==> src/design/csvfs_pkg.sv <==
// Types and constants of the CSV field splitter.
`timescale 1ns / 1ps
`default_nettype none
package csvfs_pkg;

  localparam logic [7:0] CH_LF = 8'h0A;
  localparam logic [7:0] CH_CR = 8'h0D;
  localparam logic [7:0] CH_N  = 8'h6E;

  localparam logic [31:0] ESCAPE_SET_RST    = 32'h0000_005C;
  localparam logic [31:0] SEPARATOR_SET_RST = 32'h0000_002C;
  localparam logic [31:0] QUOTE_SET_RST     = 32'h0000_0022;

  localparam int CFG_IDX_W = 3;

  typedef enum logic [CFG_IDX_W-1:0] {
    CFG_ESCAPE_SET    = 3'd0,
    CFG_SEPARATOR_SET = 3'd1,
    CFG_QUOTE_SET     = 3'd2,
    CFG_MATCH_QUOTES  = 3'd3,
    CFG_CRLF          = 3'd4
  } cfg_idx_t;

  localparam logic KIND_CHAR = 1'b0;
  localparam logic KIND_END  = 1'b1;

  typedef struct packed {
    logic       kind;
    logic [7:0] ch;
  } res_t;

  localparam res_t RES_END = '{kind: KIND_END, ch: 8'h00};

endpackage
`default_nettype wire

==> src/design/csv_escaped_field_splitter_top.sv <==
// Top level of the CSV field splitter: escape, quote and separator handling.
//
//  channel | direction | handshake          | payload
//  in_     | input     | in_valid / in_stall   | in_char, in_end_of_stream
//  out_    | output    | out_valid / out_stall | out_kind, out_char, out_last_of_run
//  cfg_    | input     | cfg_valid / cfg_ready | cfg_index, cfg_data
//
// An item is held in an input register and decoded into a result buffer of up
// to three results, which drains one result per cycle while out_stall is low.
// The buffer loads the next item when empty or as its last result is taken.
// A new item is taken while the previous item's results wait in the buffer.
// Reset is synchronous; it clears the handshake and tokenizer state and loads
// the configuration registers with their defaults; cfg_ready is always high.
`timescale 1ns / 1ps
`default_nettype none
module csv_escaped_field_splitter_top
  import csvfs_pkg::*;
#(
  parameter int SET_SLOTS = 4
) (
  input  wire logic                 clk,
  input  wire logic                 rst_n,
  input  wire logic                 in_valid,
  output      logic                 in_stall,
  input  wire logic [7:0]           in_char,
  input  wire logic                 in_end_of_stream,
  output      logic                 out_valid,
  input  wire logic                 out_stall,
  output      logic                 out_kind,
  output      logic [7:0]           out_char,
  output      logic                 out_last_of_run,
  input  wire logic                 cfg_valid,
  output      logic                 cfg_ready,
  input  wire logic [CFG_IDX_W-1:0] cfg_index,
  input  wire logic [31:0]          cfg_data
);

  // Slots past the 32-bit register are not checked; a zero slot never matches.
  localparam int USED_SLOTS = (SET_SLOTS < 4) ? SET_SLOTS : 4;

  function automatic logic in_set(input logic [31:0] set, input logic [7:0] c);
    logic hit;
    hit = 1'b0;
    for (int i = 0; i < USED_SLOTS; i++) begin
      if ((set[8*i +: 8] != 8'h00) && (set[8*i +: 8] == c)) begin
        hit = 1'b1;
      end
    end
    return hit;
  endfunction

  logic [31:0] escape_set_r;
  logic [31:0] separator_set_r;
  logic [31:0] quote_set_r;
  logic        match_quotes_r;
  logic        crlf_r;

  logic        in_quotes_r, in_quotes_nxt;
  logic [7:0]  open_quote_r, open_quote_nxt;
  logic        esc_pending_r, esc_pending_nxt;

  logic        ir_valid_r;
  logic [7:0]  ir_char_r;
  logic        ir_eos_r;

  res_t        res_r [3];
  logic [1:0]  cnt_r;

  logic        out_take;
  logic        load_en;
  logic        in_take;

  logic        is_esc, is_sep, is_quote;
  logic [1:0]  ch_n, end_n, total;
  logic [7:0]  ch0, ch1;
  res_t        ent [3];

  assign cfg_ready = 1'b1;

  assign out_valid       = (cnt_r != 2'd0);
  assign out_kind        = res_r[0].kind;
  assign out_char        = res_r[0].ch;
  assign out_last_of_run = (cnt_r == 2'd1);

  assign out_take = out_valid && !out_stall;
  assign load_en  = ir_valid_r && ((cnt_r == 2'd0) || ((cnt_r == 2'd1) && out_take));
  assign in_stall = ir_valid_r && !load_en;
  assign in_take  = in_valid && !in_stall;

  assign is_esc   = in_set(escape_set_r, ir_char_r);
  assign is_sep   = in_set(separator_set_r, ir_char_r);
  assign is_quote = in_set(quote_set_r, ir_char_r);

  always_comb begin
    ch_n            = 2'd0;
    end_n           = 2'd0;
    ch0             = ir_char_r;
    ch1             = CH_LF;
    in_quotes_nxt   = in_quotes_r;
    open_quote_nxt  = open_quote_r;
    esc_pending_nxt = esc_pending_r;
    if (esc_pending_r) begin
      esc_pending_nxt = 1'b0;
      if (ir_char_r == CH_N) begin
        if (crlf_r) begin
          ch_n = 2'd2;
          ch0  = CH_CR;
        end else begin
          ch_n = 2'd1;
          ch0  = CH_LF;
        end
      end else begin
        ch_n = 2'd1;
      end
      end_n = {1'b0, ir_eos_r};
    end else if (is_esc) begin
      // A lone escape at the end of the stream is kept as a literal.
      if (ir_eos_r) begin
        ch_n  = 2'd1;
        end_n = 2'd1;
      end else begin
        esc_pending_nxt = 1'b1;
      end
    end else if (is_sep && !in_quotes_r) begin
      // A trailing separator closes the token and adds an empty one.
      end_n = ir_eos_r ? 2'd2 : 2'd1;
    end else if (is_quote && !is_sep &&
                 (!in_quotes_r || !match_quotes_r || (open_quote_r == ir_char_r))) begin
      open_quote_nxt = ir_char_r;
      in_quotes_nxt  = !in_quotes_r;
      end_n          = {1'b0, ir_eos_r};
    end else begin
      ch_n  = 2'd1;
      end_n = {1'b0, ir_eos_r};
    end
    if (end_n != 2'd0) begin
      in_quotes_nxt   = 1'b0;
      open_quote_nxt  = 8'h00;
      esc_pending_nxt = 1'b0;
    end
    total  = ch_n + end_n;
    ent[0] = (ch_n != 2'd0) ? res_t'{kind: KIND_CHAR, ch: ch0} : RES_END;
    ent[1] = (ch_n == 2'd2) ? res_t'{kind: KIND_CHAR, ch: ch1} : RES_END;
    ent[2] = RES_END;
  end

  always_ff @(posedge clk) begin
    if (!rst_n) begin
      escape_set_r    <= ESCAPE_SET_RST;
      separator_set_r <= SEPARATOR_SET_RST;
      quote_set_r     <= QUOTE_SET_RST;
      match_quotes_r  <= 1'b1;
      crlf_r          <= 1'b0;
    end else if (cfg_valid && cfg_ready) begin
      unique case (cfg_idx_t'(cfg_index))
        CFG_ESCAPE_SET:    escape_set_r    <= cfg_data;
        CFG_SEPARATOR_SET: separator_set_r <= cfg_data;
        CFG_QUOTE_SET:     quote_set_r     <= cfg_data;
        CFG_MATCH_QUOTES:  match_quotes_r  <= cfg_data[0];
        CFG_CRLF:          crlf_r          <= cfg_data[0];
        default: ;
      endcase
    end
  end

  always_ff @(posedge clk) begin
    if (!rst_n) begin
      ir_valid_r    <= 1'b0;
      cnt_r         <= 2'd0;
      in_quotes_r   <= 1'b0;
      open_quote_r  <= 8'h00;
      esc_pending_r <= 1'b0;
    end else begin
      if (in_take) begin
        ir_valid_r <= 1'b1;
      end else if (load_en) begin
        ir_valid_r <= 1'b0;
      end
      if (load_en) begin
        cnt_r         <= total;
        in_quotes_r   <= in_quotes_nxt;
        open_quote_r  <= open_quote_nxt;
        esc_pending_r <= esc_pending_nxt;
      end else if (out_take) begin
        cnt_r <= cnt_r - 2'd1;
      end
    end
  end

  always_ff @(posedge clk) begin
    if (in_take) begin
      ir_char_r <= in_char;
      ir_eos_r  <= in_end_of_stream;
    end
    if (load_en) begin
      res_r[0] <= ent[0];
      res_r[1] <= ent[1];
      res_r[2] <= ent[2];
    end else if (out_take) begin
      res_r[0] <= res_r[1];
      res_r[1] <= res_r[2];
    end
  end

endmodule
`default_nettype wire

==> config.mk <==
export PLATFORM = sky130hd
export DESIGN_NAME = csv_escaped_field_splitter_top
export DESIGN_NICKNAME = d
export VERILOG_FILES = /design/src/design/csvfs_pkg.sv /design/src/design/csv_escaped_field_splitter_top.sv
export SDC_FILE = /design/constraint.sdc
export NUM_CORES = 1
export LEC_CHECK = 0
export BUFFER_PORTS_ARGS = -buffer_cell sky130_fd_sc_hd__buf_2
export CAP_MARGIN = 20
export CELL_PAD_IN_SITES_DETAIL_PLACEMENT = 0
export CELL_PAD_IN_SITES_GLOBAL_PLACEMENT = 1
export CORE_MARGIN = 3
export CORE_UTILIZATION = 46
export CTS_CLUSTER_SIZE = 10
export DETAILED_ROUTE_END_ITERATION = 10
export PLACE_DENSITY = 0.89
export SLEW_MARGIN = 20
export SYNTH_ARGS = -nofsm -noshare
export SYNTH_HDL_FRONTEND = slang
export SYNTH_SLANG_ARGS = --single-unit
==> constraint.sdc <==
create_clock -name clk -period 3.1 [get_ports clk]
set_clock_uncertainty 0.15 [all_clocks]
set_input_delay 0.62 -clock clk [delete_from_list [all_inputs] [get_ports clk]]
set_output_delay 0.62 -clock clk [all_outputs]
set_load 0.01 [all_outputs]
==> impl_metrics.env <==
export IMPL_run_status="complete, no violations"
export IMPL_min_from="in_char[4]"
export IMPL_critPathCaptureType="register"
export IMPL_avgRoutedWirePerCell_um=17.79
export IMPL_yosysWarnings=0
export IMPL_combPwrFrac_pct=14.1
export IMPL_ir_drop_v=0.0004037
export IMPL_final_hold_viol_count=0
export IMPL_min_period_over_period_pct=94.69
export IMPL_p_int_uw=3510
export IMPL_fin_setup_tns_ns=0
export IMPL_syn_nets=821
export IMPL_syn_instance_count=768
export IMPL_synth_seq_cells=131
export IMPL_dp_hpwl_um=12280
export IMPL_crit_reg2reg_launch="ir_char_r[5]"
export IMPL_clk_pin_slew_ns=0.06
export IMPL_synth_ff_type="dfxtp_1"
export IMPL_critical_path_class="reg2reg"
export IMPL_drt_iter0_drc=413
export IMPL_p_sw_share_pct=25.06
export IMPL_layout_nets=865
export IMPL_hold_depth=1
export IMPL_post_route_drc_count=0
export IMPL_die_y_um=127.3
export IMPL_die_area_mm2=0.01620
export IMPL_track_usage_pct=23.05
export IMPL_clock_sinks=131
export IMPL_min_delay_worst_endpoint="ir_char_r[4]"
export IMPL_avgSynthCellArea_um2=8.812
export IMPL_fmax_mhz=340.7
export IMPL_portBuffers=60
export IMPL_vias_per_cell=5.637
export IMPL_grt_pass1_wl_um=29480
export IMPL_via_count=5660
export IMPL_r2r_slack_ns=0.16
export IMPL_dr_pass1_iters=6
export IMPL_num_rows=43
export IMPL_rsz0062_at_grt="no"
export IMPL_ant_nets=0
export IMPL_ctsRootBufferMaster="clkbuf_16"
export IMPL_synthArstFlopShare_pct=0
export IMPL_stdcell_count=1004
export IMPL_grt_pass1_vias=5800
export IMPL_syn_area_mm2=0.006768
export IMPL_antenna_found_initial=0
export IMPL_htree_levels=4
export IMPL_cts_tree="done"
export IMPL_areaGrowthSynthToFinish_pct=15.70
export IMPL_clkLatencyLatePin_ns=0.42
export IMPL_wl_um=17860
export IMPL_clockBufferDepth=2
export IMPL_synth_edf_count=20
export IMPL_pwr_share_clk_pct=45.5
export IMPL_netlist_cell_type_count=51
export IMPL_final_min_clock_period_ns=2.935
export IMPL_synth_top_cell_by_area="dfxtp_1"
export IMPL_ff2ff_path_depth=10
export IMPL_n_antenna_cell=0
export IMPL_place_congestion=0.8736
export IMPL_placedInstanceArea_mm2=0.007169
export IMPL_netlist_area_leader_share_pct=32.83
export IMPL_total_power_uw=4684
export IMPL_start_util_pct=47.83
export IMPL_synthTopCellsByArea="dfxtp_1 (33%), nand2_1 (12%), xor2_1 (12%)"
export IMPL_ys_seq_area_share_pct=41.71
export IMPL_core_mm2=0.01415
export IMPL_numCtsBuffers=17
export IMPL_r2r_end="cnt_r[0]"
export IMPL_dp_cells=971
export IMPL_final_area_mm2=0.007830
export IMPL_io_pins=62
export IMPL_start_kind="register"
export IMPL_finish_utilization_pct=55.34
export IMPL_slew_violations=0
export IMPL_drive_gt1_share_pct=15.90
export IMPL_crit_fanout=7
export IMPL_synth_most_common_cell="nand2_1"
export IMPL_synth_common_cells="nand2_1 (217), dfxtp_1 (111), xor2_1 (89)"
export IMPL_setup_viol=0
export IMPL_p_sw_uw=1174
export IMPL_die_width_um=127.3
export IMPL_grt_max_degree=122
export IMPL_power_static_leakage_uw=0.003122
export IMPL_hp_class="in2reg"
export IMPL_relSlewSlack_pct=49.66
export IMPL_power_density_mw_per_mm2=598.2
export IMPL_cp_data_required_time_ns=3.27
export IMPL_crit_arrival_ns=3.11
export IMPL_power_frac_seq_pct=40.4
export IMPL_cap_violations=0
export IMPL_tightest_slew_ns=0.7551
export IMPL_grt_overflow=0
critical path: stages (launching register included):
cell and delay [ns]:
edfxtp_1 0.52, buf_4 0.23, xor2_1 0.15, nor4_1 0.34, o211ai_1 0.19, and4_4 0.23
a311oi_4 0.26, o31a_1 0.18, a21oi_1 0.05, ha_1 0.30, o211a_1 0.22
power groups by stage:
stage / sequential, uW / combinational [uW] / clock [uW]
after floorplan: 1910 / 488 / 0
after global placement: 1930 / 629 / 0
after detailed placement: 1930 / 648 / 0
after CTS: 1890 / 653 / 2160
after global routing: 1900 / 729 / 2240
final: 1890 / 660 / 2130
layout make-up:
type                    count  area [um^2]
fillers                  1253         6320
multi-input cells         565         3527
flip-flops and latches    131         2823
repair buffers             86        583.1
clock buffers              23        510.5
well taps                 180        225.2
clock inverters             8        120.1
inverters                  11        41.29
repair_timing:
| item | in CTS | in global routing |
|---|---|---|
| resized for setup | 0 | 1 |
| endpoints found under the hold margin | 0 | 0 |
| setup endpoints to repair | 0 | 8 |
| hold buffers | 0 | 0 |
| buffers inserted | 0 | 2 |
flip-flops by register name (all words and copies together), names as in the netlist:
name,count
match_quotes_r,1
in_quotes_r,1
cnt_r,2
esc_pending_r,1
ir_valid_r,1
crlf_r,1
ir_eos_r,1
separator_set_r,32
res_r,11
open_quote_r,8
ir_char_r,8
quote_set_r,32
escape_set_r,32
logic make-up (layout without fill, tap and decap cells):
logic type / count (synthesis) / after routing / synth area share (%)
XOR/XNOR: 102 / 102 / 13.31
other: 1 / 1 / 0.05541
AO/OA/AOI/OAI: 132 / 132 / 15.42
adder cells (fa/ha/maj): 4 / 4 / 0.7395
flip-flops: 131 / 131 / 41.71
multiplexers: 13 / 13 / 1.941
AND/OR/NAND/NOR: 313 / 313 / 20.58
buffers and inverters: 72 / 128 / 6.249
routing by layer:
metal	global-route usage, %	share of wire (%)	wire length, um
met3	5.226	6.2	1111
met2	36.14	45	8106
met4	13.19	4.0	717
met5	0	0	0
met1	29.23	44	7925
cells in the final DEF, fill, tap and decap left out, types with 7 or more instances in the layout:
master     synthesis  layout
a21boi_0          87      87
a21oi_1            7       7
buf_12             0       7
buf_2              1      60
buf_4             16      19
clkbuf_16          0      19
dfxtp_1          111     111
edfxtp_1          20      20
inv_1             11      11
mux2i_1           12      12
nand2_1          217     217
nand3_1           17      17
nand4_1            8       8
nor2_1             8       7
nor3_1             8       8
nor4_1            38      38
o211ai_1          13      13
xnor2_1           12      12
xor2_1            89      89
through the flow:
stage                     worst slack, ns  hold slack [ns]
after floorplan                    0.3719           0.3004
after global placement             0.2442           0.3084
after detailed placement           0.1892           0.3222
after CTS                          0.1795           0.2079
after global routing              0.01662           0.2180
final                              0.1648           0.2302
worst max-delay path by stage:
stage / end / start
6_report: cnt_r[0] / ir_char_r[5]
3_5_place_dp: open_quote_r[4] / ir_char_r[3]
4_1_cts: open_quote_r[4] / ir_char_r[3]
3_3_place_gp: cnt_r[0] / ir_char_r[3]
2_1_floorplan: cnt_r[0] / ir_char_r[7]
5_1_grt: open_quote_r[1] / ir_char_r[1]
(Power assumes the default switching activity.)
